<file path="config.mk">
export PLATFORM = sky130hd
export DESIGN_NAME = cpt_finish
export DESIGN_NICKNAME = d
export VERILOG_FILES = /design/src/hw/rtl/cpt_pkg.sv /design/src/hw/rtl/cpt_finish.sv
export SDC_FILE = /design/constraint.sdc
export NUM_CORES = 2
export LEC_CHECK = 0
export BUFFER_PORTS_ARGS = -buffer_cell sky130_fd_sc_hd__buf_2
export CAP_MARGIN = 20
export CORE_ASPECT_RATIO = 1.4
export CORE_UTILIZATION = 30
export CTS_CLUSTER_DIAMETER = 200
export DETAILED_ROUTE_END_ITERATION = 16
export PLACE_DENSITY = 0.46
export SLEW_MARGIN = 20
export SYNTH_ARGS = -nofsm -noshare
export SYNTH_HDL_FRONTEND = slang
export SYNTH_SLANG_ARGS = --single-unit
</file>
<file path="constraint.sdc">
create_clock -name clk -period 5.3 [get_ports clk]
set_clock_uncertainty 0.2 [all_clocks]
set_input_delay 1.06 -clock clk [delete_from_list [all_inputs] [get_ports clk]]
set_output_delay 1.06 -clock clk [all_outputs]
set_load 0.1 [all_outputs]
</file>
<file path="src/hw/rtl/cpt_pkg.sv">
`timescale 1ns / 1ps

package cpt_pkg;

    localparam int COORD_BITS = 16;
    localparam int DIFF_W     = COORD_BITS + 1;
    localparam int PROD_W     = 2 * DIFF_W;
    localparam int DOT_W      = PROD_W + 2;
    localparam int SPLIT_W    = DOT_W / 2;
    localparam int PART_W     = DOT_W + SPLIT_W + 1;
    localparam int EDGE_W     = DOT_W + 1;
    localparam int CROSS_W    = 2 * DOT_W + 1;
    localparam int DEN_W      = CROSS_W + 2;
    localparam int RATIO_FRAC = 16;
    localparam int RATIO_W    = RATIO_FRAC + 1;
    localparam int REGION_W   = 3;

    typedef logic signed [COORD_BITS-1:0] coord_t;
    typedef logic signed [DIFF_W-1:0]     diff_t;
    typedef logic signed [PROD_W-1:0]     prod_t;
    typedef logic signed [DOT_W-1:0]      dot_t;
    typedef logic signed [PART_W-1:0]     part_t;
    typedef logic signed [EDGE_W-1:0]     edge_t;
    typedef logic signed [CROSS_W-1:0]    cross_t;
    typedef logic signed [DEN_W-1:0]      den_t;
    typedef logic [RATIO_W-1:0]           ratio_t;

    localparam ratio_t RATIO_ONE = ratio_t'(1 << RATIO_FRAC);

    typedef enum logic [REGION_W-1:0] {
        REGION_A  = 3'd0,
        REGION_B  = 3'd1,
        REGION_C  = 3'd2,
        REGION_AB = 3'd3,
        REGION_AC = 3'd4,
        REGION_BC = 3'd5,
        REGION_IN = 3'd6
    } region_t;

    typedef struct packed {
        coord_t query_x;
        coord_t query_y;
        coord_t query_z;
        coord_t vert_a_x;
        coord_t vert_a_y;
        coord_t vert_a_z;
        coord_t vert_b_x;
        coord_t vert_b_y;
        coord_t vert_b_z;
        coord_t vert_c_x;
        coord_t vert_c_y;
        coord_t vert_c_z;
    } query_t;

    typedef struct packed {
        coord_t              near_x;
        coord_t              near_y;
        coord_t              near_z;
        logic [REGION_W-1:0] region;
        logic                degenerate;
    } near_t;

    typedef struct packed {
        coord_t [2:0] a;
        coord_t [2:0] b;
        coord_t [2:0] c;
        diff_t  [2:0] ab;
        diff_t  [2:0] ac;
        diff_t  [2:0] bc;
    } vtx_t;

    typedef struct packed {
        dot_t d1;
        dot_t d2;
        dot_t d3;
        dot_t d4;
        dot_t d5;
        dot_t d6;
    } dots_t;

    typedef struct packed {
        cross_t va;
        cross_t vb;
        cross_t vc;
        edge_t  ee;
        edge_t  ff;
    } cross_set_t;

    typedef struct packed {
        coord_t [2:0] base;
        diff_t  [2:0] e1;
        diff_t  [2:0] e2;
        region_t      region;
    } geo_t;

    typedef struct packed {
        geo_t geo;
        den_t num1;
        den_t num2;
        den_t den;
        logic use1;
        logic use2;
    } sel_t;

    function automatic diff_t sub_c(input coord_t x, input coord_t y);
        return $signed({x[COORD_BITS-1], x}) - $signed({y[COORD_BITS-1], y});
    endfunction

endpackage

</file>
<file path="src/hw/rtl/cpt_finish.sv">
`timescale 1ns / 1ps

module cpt_finish import cpt_pkg::*;
(
    input  logic   clk,
    input  logic   rst_n,
    input  logic   en,
    input  logic   in_valid,
    input  geo_t   in_geo,
    input  ratio_t in_r1,
    input  ratio_t in_r2,
    input  logic   in_deg,
    output logic   out_valid,
    output near_t  out_data
);

    localparam int EP_W  = DIFF_W + RATIO_W + 1;
    localparam int T_W   = DIFF_W + RATIO_W + 2;
    localparam int RND_W = T_W - RATIO_FRAC;

    typedef logic signed [EP_W-1:0]  ep_t;
    typedef logic signed [T_W-1:0]   t_t;
    typedef logic signed [RND_W-1:0] rnd_t;

    localparam rnd_t RND_HI = rnd_t'((1 << (COORD_BITS - 1)) - 1);
    localparam rnd_t RND_LO = -RND_HI - rnd_t'(1);
    localparam t_t   HALF   = t_t'(1 << (RATIO_FRAC - 1));

    logic    v1_reg;
    ep_t     p1_reg [3];
    ep_t     p2_reg [3];
    coord_t  base_reg [3];
    region_t region_reg;
    logic    deg_reg;

    logic   v2_reg;
    coord_t nc_reg [3];
    logic [REGION_W-1:0] region2_reg;
    logic   deg2_reg;

    t_t     t   [3];
    rnd_t   rnd [3];
    coord_t sat [3];

    always_ff @(posedge clk or negedge rst_n)
    begin
        if (!rst_n)
        begin
            v1_reg <= 1'b0;
            v2_reg <= 1'b0;
        end
        else if (en)
        begin
            v1_reg <= in_valid;
            v2_reg <= v1_reg;
        end
    end

    always_ff @(posedge clk)
    begin
        if (en)
        begin
            region_reg <= in_geo.region;
            deg_reg    <= in_deg;
            for (int i = 0; i < 3; i++)
            begin
                base_reg[i] <= $signed(in_geo.base[i]);
                p1_reg[i]   <= $signed(in_geo.e1[i]) * $signed({1'b0, in_r1});
                p2_reg[i]   <= $signed(in_geo.e2[i]) * $signed({1'b0, in_r2});
            end
        end
    end

    // round half up at the ratio point, then clamp
    always_comb
    begin
        for (int i = 0; i < 3; i++)
        begin
            t[i]   = (t_t'(base_reg[i]) <<< RATIO_FRAC) + t_t'(p1_reg[i])
                   + t_t'(p2_reg[i]) + HALF;
            rnd[i] = t[i][T_W-1:RATIO_FRAC];
            if (rnd[i] > RND_HI)
                sat[i] = RND_HI[COORD_BITS-1:0];
            else if (rnd[i] < RND_LO)
                sat[i] = RND_LO[COORD_BITS-1:0];
            else
                sat[i] = rnd[i][COORD_BITS-1:0];
        end
    end

    always_ff @(posedge clk)
    begin
        if (en)
        begin
            for (int i = 0; i < 3; i++)
            begin
                nc_reg[i] <= sat[i];
            end
            region2_reg <= region_reg;
            deg2_reg    <= deg_reg;
        end
    end

    assign out_valid           = v2_reg;
    assign out_data.near_x     = nc_reg[0];
    assign out_data.near_y     = nc_reg[1];
    assign out_data.near_z     = nc_reg[2];
    assign out_data.region     = region2_reg;
    assign out_data.degenerate = deg2_reg;

endmodule
</file>
==> impl_metrics.yaml <==
status:
  status: "finished, violations left"
  failed_checks: "negative setup slack"
synthesis:
  syn_area_per_cell_um2: 9.66
  ys_seq_area_share_pct: 12.9
  syn_nets: 10100
  synthDistinctLibCells: 75
  async_flop_share_pct: 0.633
  yosysWarnings: 0
  ys.flop_type: "edfxtp_1"
  syn_area_um2: 73200
  ys_ff_latch: 316
  synth_edf_count: 314
  syn_inst: 7578
grt:
  grt_max_degree: 72
  antenna_found_initial: 31
  overflow: 0
  grt_pass1_vias: 59800
  grt_pass1_wl_mm: 340
  grt_util_all_layers_pct: 17.8
route:
  viasPerCell: 4.52
  ant_nets: 0
  drt_wl_total_mm: 213
  vias: 53800
  wl_per_cell_um: 17.9
  drc: 0
  drt_first_pass_iters: 5
  drt_iter0_markers: 2026
timing:
  fmax_ghz: 0.147
  worst_pin_slew_ns: 0.700
  finalCriticalPeriod_ns: 6.81
  rsz0062_at_grt: "true"
  finalSetupViolations: 146
  timing.final.crit_share_pct: 128
  slew_headroom_pct: 53.4
  tns_ns: -133.61
  slew_violations: 0
  fin_ws_ns: -1.51
  hold_viol: 0
worst_setup_path:
  crit_top_cell: "fa_1"
  worst-path-buf-inv: 5
  cp_cell_sequence: "buf_12 > buf_12 > buf_12 > buf_4 > nand2_1 > fa_1 > fa_1 > fa_1 > fa_1 > fa_1 > fa_2 > inv_2 > ha_4 > and3_4 > nor2b_4 > and3_4 > o31a_1 > nor4b_4 > o21ai_4 > o31ai_4 > o21ai_2 > o21a_1 > nor2_2 > xnor2_1"
  startpoint_type: "primary input"
  crit_type: "primary input to flop"
  crit_path_top_delay_cell: "fa_1"
  path_depth: 24
  rr_startpoint: "p1_reg[0][90]$_DFFE_PP_"
  critPathArrivalTime_ns: 6.96
  r2r_cells: 12
  worstPathRequired_ns: 5.45
  regToRegSetupSlack_ns: 0.50
  startpoint: "in_r1[7]"
  cpPeakStageDelay_ns: 0.60
  path_max_fanout: 4
  end_kind: "flop"
  critPathTopFamily: "adder cells"
floorplan:
  die-width_um: 420
  coreArea_um2: 243000
  start_util_pct: 30.2
  die_h_um: 587
  rows: 214
  die_area_um2: 246000
  io_pins: 245
clocking:
  cts_sinks: 316
  ctsHoldBuffers: 0
  cts.path.max_buffers: 3
  clk_pin_slew_ns: 0.07
  worstSkewPairLatency_ns: 0.59
  cts_made_buffers: 34
  cts_tree: "built"
  htree_levels: 2
  cts_root_buffer: "clkbuf_16"
hold_path:
  hold_path_class: "primary input to async pin"
place:
  gp_congestion: 0.850
  dp_slack_ns: -2.46
  dp_hpwl_mm: 180
  numPortBuffers: 244
finish:
  register_area_um2: 9480
  layout-drive-gt1-share_pct: 23.0
  nets: 11100
  multi_input_area_um2: 59700
  fill_cells: 24600
  finish.utilization_pct: 37.9
  area_growth_pct: 25.5
run:
  cap_violations: 0
## cells in the final DEF (no fill, tap or decap), types with 45 or more instances in the layout
master and count:
inv_1 1559, fa_1 1347, buf_4 882, ha_1 842, nand2_1 804, and2_1 789, edfxtp_1 314, buf_2 195
nor2_1 139, a21o_1 133, xnor2_1 132, a21oi_1 121, buf_6 99, buf_12 87, inv_2 86, and2_4 84
nand2b_1 69, a21oi_2 62, o21ai_1 61, ha_4 61, fa_2 54, xor2_1 45
## per-stage QoR
| stage | hold WS, ns | cell area [µm²] | instances |
|---|---|---|---|
| detailed placement | 0.207 | 86200 | 11700 |
| global route | 0.0400 | 91900 | 11900 |
| finish | 0.0587 | 91900 | 11900 |
| floorplan | 0.200 | 75400 | 7578 |
| CTS | 0.00215 | 90200 | 11900 |
| global placement | 0.201 | 86200 | 11700 |
## cell type report
cell class                      instances  share of cell area, %
Multi-Input combinational cell       5325                   64.9
Tap cell                             3240                   4.41
Antenna cell                            8                 0.0218
Inverter                             1648                   6.74
Clock buffer                           40                  0.973
Timing Repair Buffer                 1312                   12.4
Sequential cell                       316                   10.3
Clock inverter                         21                  0.192
## metal layers
layer	up-vias	track usage [%]	part of all wire, %
met1	27700	22.6	43
met3	187	0.921	2.0
met4	12	4.21	2.4
li1	25300	-	-
met5	-	0	0.036
met2	659	32.6	53
## cells in the mapped netlist, types with 5 or more instances
library cell	instances	share of area, %
nor2_1	161	0.83
and2_1	873	7.5
o211ai_1	10	0.10
nand4_1	17	0.15
a41oi_1	5	0.060
ha_1	912	16
o31ai_1	7	0.072
o2111ai_1	5	0.060
fa_1	1401	38
o21ai_1	67	0.46
nand3_1	36	0.25
a21oi_1	201	1.4
nand2b_1	72	0.62
o21bai_1	37	0.38
a21boi_0	6	0.062
a31oi_1	23	0.20
a2111oi_0	6	0.072
inv_1	1644	8.4
xor2_1	59	0.71
a211oi_1	15	0.15
and4_1	7	0.084
a311oi_1	6	0.072
nand2_1	848	4.3
nor3_1	21	0.14
a21o_1	133	1.4
o31a_1	5	0.060
xnor2_1	175	2.1
clkbuf_1	282	1.4
nor2b_1	34	0.29
o21ai_0	59	0.40
edfxtp_1	314	13
o21a_1	28	0.29
and3_1	24	0.21
## kinds of logic after synthesis
kind of cell    synth area share, %
fa+ha+maj                      53.9
compound gates                 5.82
mux                          0.0444
flops                          12.9
xor+xnor                       2.80
simple gates                   14.6
buf+inv                        9.94
## worst paths after layout
| check | end |
|---|---|
| worst max-delay path | p1_reg[0][65]$_DFFE_PP_ |
| worst min-delay path | v1_reg$_DFFE_PN0P_ |
| worst max register to register | nc_reg[0][32]$_SDFFCE_PN1P_ |
| worst min register to register | deg2_reg$_DFFE_PP_ |
| max in group asynchronous | out_valid$_DFFE_PN0P_ |
| min in group clk | deg2_reg$_DFFE_PP_ |
## what timing repair did
action | CTS | global route
resized for setup | 394 | 370
pin swaps | 202 | 278
cloned | 13 | 1
endpoints found under the setup margin | 148 | 152
setup buffers | 115 | 74
Power is left out: the tool's default activity adds up to more than one toggle a clock period on the data nets, which glitch-free logic cannot reach.
