### src/hw/rtl/cpt_pkg.sv
`timescale 1ns / 1ps

package cpt_pkg;

    localparam int COORD_BITS = 16;
    localparam int DIFF_W     = COORD_BITS + 1;
    localparam int PROD_W     = 2 * DIFF_W;
    localparam int DOT_W      = PROD_W + 2;
    localparam int SPLIT_W    = DOT_W / 2;
    localparam int PART_W     = DOT_W + SPLIT_W + 1;
    localparam int EDGE_W     = DOT_W + 1;
    localparam int CROSS_W    = 2 * DOT_W + 1;
    localparam int DEN_W      = CROSS_W + 2;
    localparam int RATIO_FRAC = 16;
    localparam int RATIO_W    = RATIO_FRAC + 1;
    localparam int REGION_W   = 3;

    typedef logic signed [COORD_BITS-1:0] coord_t;
    typedef logic signed [DIFF_W-1:0]     diff_t;
    typedef logic signed [PROD_W-1:0]     prod_t;
    typedef logic signed [DOT_W-1:0]      dot_t;
    typedef logic signed [PART_W-1:0]     part_t;
    typedef logic signed [EDGE_W-1:0]     edge_t;
    typedef logic signed [CROSS_W-1:0]    cross_t;
    typedef logic signed [DEN_W-1:0]      den_t;
    typedef logic [RATIO_W-1:0]           ratio_t;

    localparam ratio_t RATIO_ONE = ratio_t'(1 << RATIO_FRAC);

    typedef enum logic [REGION_W-1:0] {
        REGION_A  = 3'd0,
        REGION_B  = 3'd1,
        REGION_C  = 3'd2,
        REGION_AB = 3'd3,
        REGION_AC = 3'd4,
        REGION_BC = 3'd5,
        REGION_IN = 3'd6
    } region_t;

    typedef struct packed {
        coord_t query_x;
        coord_t query_y;
        coord_t query_z;
        coord_t vert_a_x;
        coord_t vert_a_y;
        coord_t vert_a_z;
        coord_t vert_b_x;
        coord_t vert_b_y;
        coord_t vert_b_z;
        coord_t vert_c_x;
        coord_t vert_c_y;
        coord_t vert_c_z;
    } query_t;

    typedef struct packed {
        coord_t              near_x;
        coord_t              near_y;
        coord_t              near_z;
        logic [REGION_W-1:0] region;
        logic                degenerate;
    } near_t;

    typedef struct packed {
        coord_t [2:0] a;
        coord_t [2:0] b;
        coord_t [2:0] c;
        diff_t  [2:0] ab;
        diff_t  [2:0] ac;
        diff_t  [2:0] bc;
    } vtx_t;

    typedef struct packed {
        dot_t d1;
        dot_t d2;
        dot_t d3;
        dot_t d4;
        dot_t d5;
        dot_t d6;
    } dots_t;

    typedef struct packed {
        cross_t va;
        cross_t vb;
        cross_t vc;
        edge_t  ee;
        edge_t  ff;
    } cross_set_t;

    typedef struct packed {
        coord_t [2:0] base;
        diff_t  [2:0] e1;
        diff_t  [2:0] e2;
        region_t      region;
    } geo_t;

    typedef struct packed {
        geo_t geo;
        den_t num1;
        den_t num2;
        den_t den;
        logic use1;
        logic use2;
    } sel_t;

    function automatic diff_t sub_c(input coord_t x, input coord_t y);
        return $signed({x[COORD_BITS-1], x}) - $signed({y[COORD_BITS-1], y});
    endfunction

endpackage

### src/hw/rtl/cpt_select.sv
`timescale 1ns / 1ps

module cpt_select import cpt_pkg::*;
(
    input  logic       clk,
    input  logic       rst_n,
    input  logic       en,
    input  logic       in_valid,
    input  dots_t      in_dots,
    input  vtx_t       in_vtx,
    input  cross_set_t in_cross,
    output logic       out_valid,
    output sel_t       out_sel
);

    logic v_reg;
    sel_t sel_reg;
    sel_t sel_next;

    logic c_a, c_b, c_c, c_ab, c_ac, c_bc;

    function automatic logic le0(input logic neg, input logic zero);
        return neg | zero;
    endfunction

    always_comb
    begin
        c_a  = le0(in_dots.d1[DOT_W-1], in_dots.d1 == '0)
             & le0(in_dots.d2[DOT_W-1], in_dots.d2 == '0);
        c_b  = !in_dots.d3[DOT_W-1] & le0(in_cross.ee[EDGE_W-1], in_cross.ee == '0);
        c_c  = !in_dots.d6[DOT_W-1] & le0(in_cross.ff[EDGE_W-1], in_cross.ff == '0);
        c_ab = le0(in_cross.vc[CROSS_W-1], in_cross.vc == '0) & !in_dots.d1[DOT_W-1]
             & le0(in_dots.d3[DOT_W-1], in_dots.d3 == '0);
        c_ac = le0(in_cross.vb[CROSS_W-1], in_cross.vb == '0) & !in_dots.d2[DOT_W-1]
             & le0(in_dots.d6[DOT_W-1], in_dots.d6 == '0);
        c_bc = le0(in_cross.va[CROSS_W-1], in_cross.va == '0)
             & !in_cross.ee[EDGE_W-1] & !in_cross.ff[EDGE_W-1];

        sel_next.geo.base   = in_vtx.a;
        sel_next.geo.e1     = in_vtx.ab;
        sel_next.geo.e2     = in_vtx.ac;
        sel_next.geo.region = REGION_IN;
        sel_next.num1       = in_cross.vb;
        sel_next.num2       = in_cross.vc;
        sel_next.den        = den_t'(in_cross.va) + den_t'(in_cross.vb)
                            + den_t'(in_cross.vc);
        sel_next.use1       = 1'b0;
        sel_next.use2       = 1'b0;

        if (c_a)
        begin
            sel_next.geo.region = REGION_A;
        end
        else if (c_b)
        begin
            sel_next.geo.region = REGION_B;
            sel_next.geo.base   = in_vtx.b;
        end
        else if (c_c)
        begin
            sel_next.geo.region = REGION_C;
            sel_next.geo.base   = in_vtx.c;
        end
        else if (c_ab)
        begin
            sel_next.geo.region = REGION_AB;
            sel_next.num1       = den_t'(in_dots.d1);
            sel_next.den        = den_t'(in_dots.d1) - den_t'(in_dots.d3);
            sel_next.use1       = 1'b1;
        end
        else if (c_ac)
        begin
            sel_next.geo.region = REGION_AC;
            sel_next.geo.e1     = in_vtx.ac;
            sel_next.num1       = den_t'(in_dots.d2);
            sel_next.den        = den_t'(in_dots.d2) - den_t'(in_dots.d6);
            sel_next.use1       = 1'b1;
        end
        else if (c_bc)
        begin
            sel_next.geo.region = REGION_BC;
            sel_next.geo.base   = in_vtx.b;
            sel_next.geo.e1     = in_vtx.bc;
            sel_next.num1       = den_t'(in_cross.ee);
            sel_next.den        = den_t'(in_cross.ee) + den_t'(in_cross.ff);
            sel_next.use1       = 1'b1;
        end
        else
        begin
            sel_next.use1 = 1'b1;
            sel_next.use2 = 1'b1;
        end
    end

    always_ff @(posedge clk or negedge rst_n)
    begin
        if (!rst_n)
        begin
            v_reg <= 1'b0;
        end
        else if (en)
        begin
            v_reg <= in_valid;
        end
    end

    always_ff @(posedge clk)
    begin
        if (en)
        begin
            sel_reg <= sel_next;
        end
    end

    assign out_valid = v_reg;
    assign out_sel   = sel_reg;

endmodule

### config.mk
export PLATFORM = sky130hd
export DESIGN_NAME = cpt_select
export DESIGN_NICKNAME = d
export VERILOG_FILES = /design/src/hw/rtl/cpt_pkg.sv /design/src/hw/rtl/cpt_select.sv
export SDC_FILE = /design/constraint.sdc
export NUM_CORES = 1
export LEC_CHECK = 0
export BUFFER_PORTS_ARGS = -buffer_cell sky130_fd_sc_hd__buf_2
export CORE_AREA = 2 2 470 472
export CTS_BUF_LIST = sky130_fd_sc_hd__clkbuf_16
export DETAILED_ROUTE_END_ITERATION = 6
export DIE_AREA = 0 0 472 474
export PLACE_DENSITY = 0.3
export SLEW_MARGIN = 30
export SYNTH_ARGS = -nofsm -noshare
export SYNTH_HDL_FRONTEND = slang
export SYNTH_SLANG_ARGS = --single-unit
### constraint.sdc
create_clock -name clk -period 1.6 [get_ports clk]
set_clock_uncertainty 0.2 [all_clocks]
set_input_delay 0.08 -clock clk [delete_from_list [all_inputs] [get_ports clk]]
set_output_delay 0.08 -clock clk [all_outputs]
set_load 0.01 [all_outputs]
==> flow_metrics.env <==
export IMPL_drc_errors=0
export IMPL_yosys_most_used_dff="edfxtp_1"
export IMPL_vias=36899
export IMPL_busiest_layer="met2"
export IMPL_drtIter0Drc=2047
export IMPL_synth_distinct_cells=86
export IMPL_use_met2_pct=39.64
export IMPL_crit_fanout=4
export IMPL_setup_worst_path_end_class="flip-flop"
export IMPL_htree_levels=2
export IMPL_die_h_um=474
export IMPL_hold_viol=0
export IMPL_core_area_sq_um=218700
export IMPL_layout_setup_ws_ns=-1.849
export IMPL_slew_headroom_pct=37.86
export IMPL_grt_ovfl_total=0
export IMPL_drive_gt1_share_pct=51.57
export IMPL_max_cap_violations=0
export IMPL_nNetsFinal=7042
export IMPL_start_util_pct=12.76
export IMPL_cp_num_buf_inv=3
export IMPL_crit_top_cell="o21ai_4"
export IMPL_clockRootBuffer="clkbuf_16"
export IMPL_grt_max_degree=44
export IMPL_period_share_pct=215.5
export IMPL_clock_latency_ns=0.70
export IMPL_syn_area_sq_um=27900
export IMPL_worstPathRequired_ns=1.86
export IMPL_routed_via_density=4.137
export IMPL_irDropWorstVdd_mv=0.8645
export IMPL_cpPeakStageDelay_ns=0.51
export IMPL_gp_congestion=0.8740
export IMPL_path_delay_family="compound AO/OA/AOI/OAI gates"
export IMPL_io_pins=1191
export IMPL_final_util_pct=28.78
export IMPL_drt_wirelength_per_cell_um=27.75
export IMPL_layout_common_cells="buf_4 (1160), buf_2 (1019), dlygate4sd3_1 (773), edfxtp_1 (376), buf_6 (193)"
export IMPL_cts_sinks=377
export IMPL_synth_seq_cells=377
export IMPL_synth_edf_count=376
export IMPL_cts_made_buffers=55
export IMPL_syn_to_final_growth_pct=125.6
export IMPL_finalCriticalPeriod_ns=3.449
export IMPL_fmax_ghz=0.2900
export IMPL_final_common_cell="buf_4"
export IMPL_yosysWarnings=0
export IMPL_worst_slew_pin_slew_ns=0.9311
export IMPL_clk_pin_slew_ns=0.07
export IMPL_firstDrtPassIters=7
export IMPL_routed_wl_mm=247.5
export IMPL_ant_nets=0
export IMPL_grt_pass1_wl_mm=326.5
export IMPL_async_reset_ff_share_pct=0.2653
export IMPL_path_class="in2reg"
export IMPL_row_count=172
export IMPL_reg2reg_slack_ns=0.66
export IMPL_rsz0062_at_grt="yes"
export IMPL_start_kind="primary input"
export IMPL_portBuffers=1118
export IMPL_place_area_sq_um=47200
export IMPL_p_leak_nw=27.93
export IMPL_avgSynthCellArea_sq_um=10.09
export IMPL_violations="setup timing"
export IMPL_cpMaxStageDelayCell="fa_1"
export IMPL_slew_viol_final=0
export IMPL_syn_instance_count=2766
export IMPL_dieArea_sq_um=223700
export IMPL_p_per_area_nw_per_um2=838.2
export IMPL_gr_usage_all_layers_pct=21.23
export IMPL_use_met3_pct=3.981
export IMPL_status="finished, violations left"
export IMPL_worst_ep_arrival_time_ns=3.71
export IMPL_tritoncts="built"
export IMPL_grt_pass1_vias=39151
export IMPL_dpl_hpwl_mm=202.8
export IMPL_syn_nets=3835
export IMPL_yosysSeqAreaShare_pct=40.55
export IMPL_final_area_sq_um=62940
export IMPL_cp_cell_sequence="buf_12, fa_1, ha_4, fa_2, a211oi_4, o21ai_4, o2111ai_4, nand3_2, buf_6, a2111oi_4, buf_4, o31a_1, o31a_2, o21ai_4, a21oi_4, nor4b_4, o41ai_2"
export IMPL_dieWidth_um=472
export IMPL_antenna_found_initial=172
export IMPL_max_clock_path_buffers=3
export IMPL_setup_violations=280
export IMPL_met1_usage_pct=24.23
export IMPL_min_path_type="in2reg"
## routing by layer
metal  up-vias  part of all wire, %
li1      17155                    -
met1     17824                   40
met2      1401                   51
met3       449                  5.2
met4        70                  3.6
met5         -                 0.16
## worst min-delay path, stage by stage
cell and delay [ns]:
buf_2 0.16, o22ai_2 0.12, buf_4 0.25, a21oi_1 0.17
## cell type report
cell class                      instances  area [sq um]
Sequential cell                       377         11320
Multi-Input combinational cell       2047         18850
Fill cell                           23188        155700
Antenna cell                           29         72.57
Timing Repair Buffer                 3278         26400
Clock inverter                         48         485.5
Tap cell                             2871          3592
Clock buffer                           55          1376
Inverter                              214         850.8
## cell usage after synthesis, drive strengths merged, types with 17 or more instances
cell type / count / area share [%]
and3: 23 / 0.52
nor2b: 63 / 1.4
inv: 214 / 2.9
a31oi: 17 / 0.40
o31ai: 28 / 0.79
fa: 77 / 5.5
clkbuf: 95 / 1.3
a21o: 107 / 2.9
o21a: 24 / 0.65
ha: 182 / 8.2
o22ai: 29 / 0.65
a211oi: 23 / 0.64
nand2: 202 / 2.7
xor2: 60 / 1.9
nand4: 54 / 1.2
a221oi: 24 / 0.78
buf: 37 / 0.76
nand2b: 18 / 0.40
a22oi: 23 / 0.65
a222oi: 101 / 3.6
edfxtp: 376 / 40
o21bai: 32 / 0.86
o21ai: 154 / 2.8
xnor2: 91 / 2.9
nor4: 104 / 2.3
nand3: 47 / 0.84
nor3: 39 / 0.74
a21oi: 220 / 4.0
nor2: 116 / 1.6
a22o: 20 / 0.63
## cell families after synthesis
logic type      Yosys count  synth area share (%)
compound gates          895                 22.33
simple gates            729                 13.43
fa+ha+maj               259                 13.69
xor+xnor                151                 4.740
flops                   377                 40.55
mux                       9                0.3363
buf+inv                 346                 4.928
## repair_timing
| action | in CTS | in global routing |
|---|---|---|
| setup endpoints to repair | 459 | 413 |
| setup buffers | 138 | 55 |
| endpoints found under the hold margin | 692 | 4 |
| resized for setup | 774 | 225 |
| cloned | 33 | 2 |
| pin swaps | 167 | 152 |
| hold buffers | 769 | 5 |
## path summary, 6_finish.rpt
kind                         startpoint            to  cells past startpoint
max in group asynchronous         rst_n     out_valid                      4
min reg2reg                   out_valid     out_valid                      1
min                        in_dots[215]  out_sel[349]                      4
max                        in_cross[75]   out_sel[71]                     17
min in group asynchronous         rst_n     out_valid                      4
max reg2reg                   out_valid     out_valid                      1
## state kept, by name (all words and copies together), names as in the netlist
signal / count
out_sel: 376
out_valid: 1
## through the flow
| step | setup WS, ns | setup TNS [ns] | hold slack (ns) | power [mW] | std cells |
|---|---|---|---|---|---|
| after floorplan | -1.876 | -274.58 | -0.4156 | 21.45 | 2766 |
| after global placement | -3.121 | -648.06 | -0.3436 | 35.15 | 7846 |
| after detailed placement | -3.108 | -626.58 | -0.3426 | 35.01 | 7846 |
| after CTS | -1.865 | -369.86 | -0.6192 | 52.93 | 8863 |
| after global routing | -1.954 | -389.11 | 0.009691 | 55.50 | 8903 |
| final | -1.849 | -366.96 | 0.02778 | 52.75 | 8919 |
## where the power goes
group          internal [mW]  switching [mW]  total, mW
sequential              12.6           0.643       13.2
combinational           13.0            13.4       26.4
clock                   7.30            5.80       13.1
total                   32.9            19.9       52.8
Note: power is estimated with default switching activity, not from simulation.
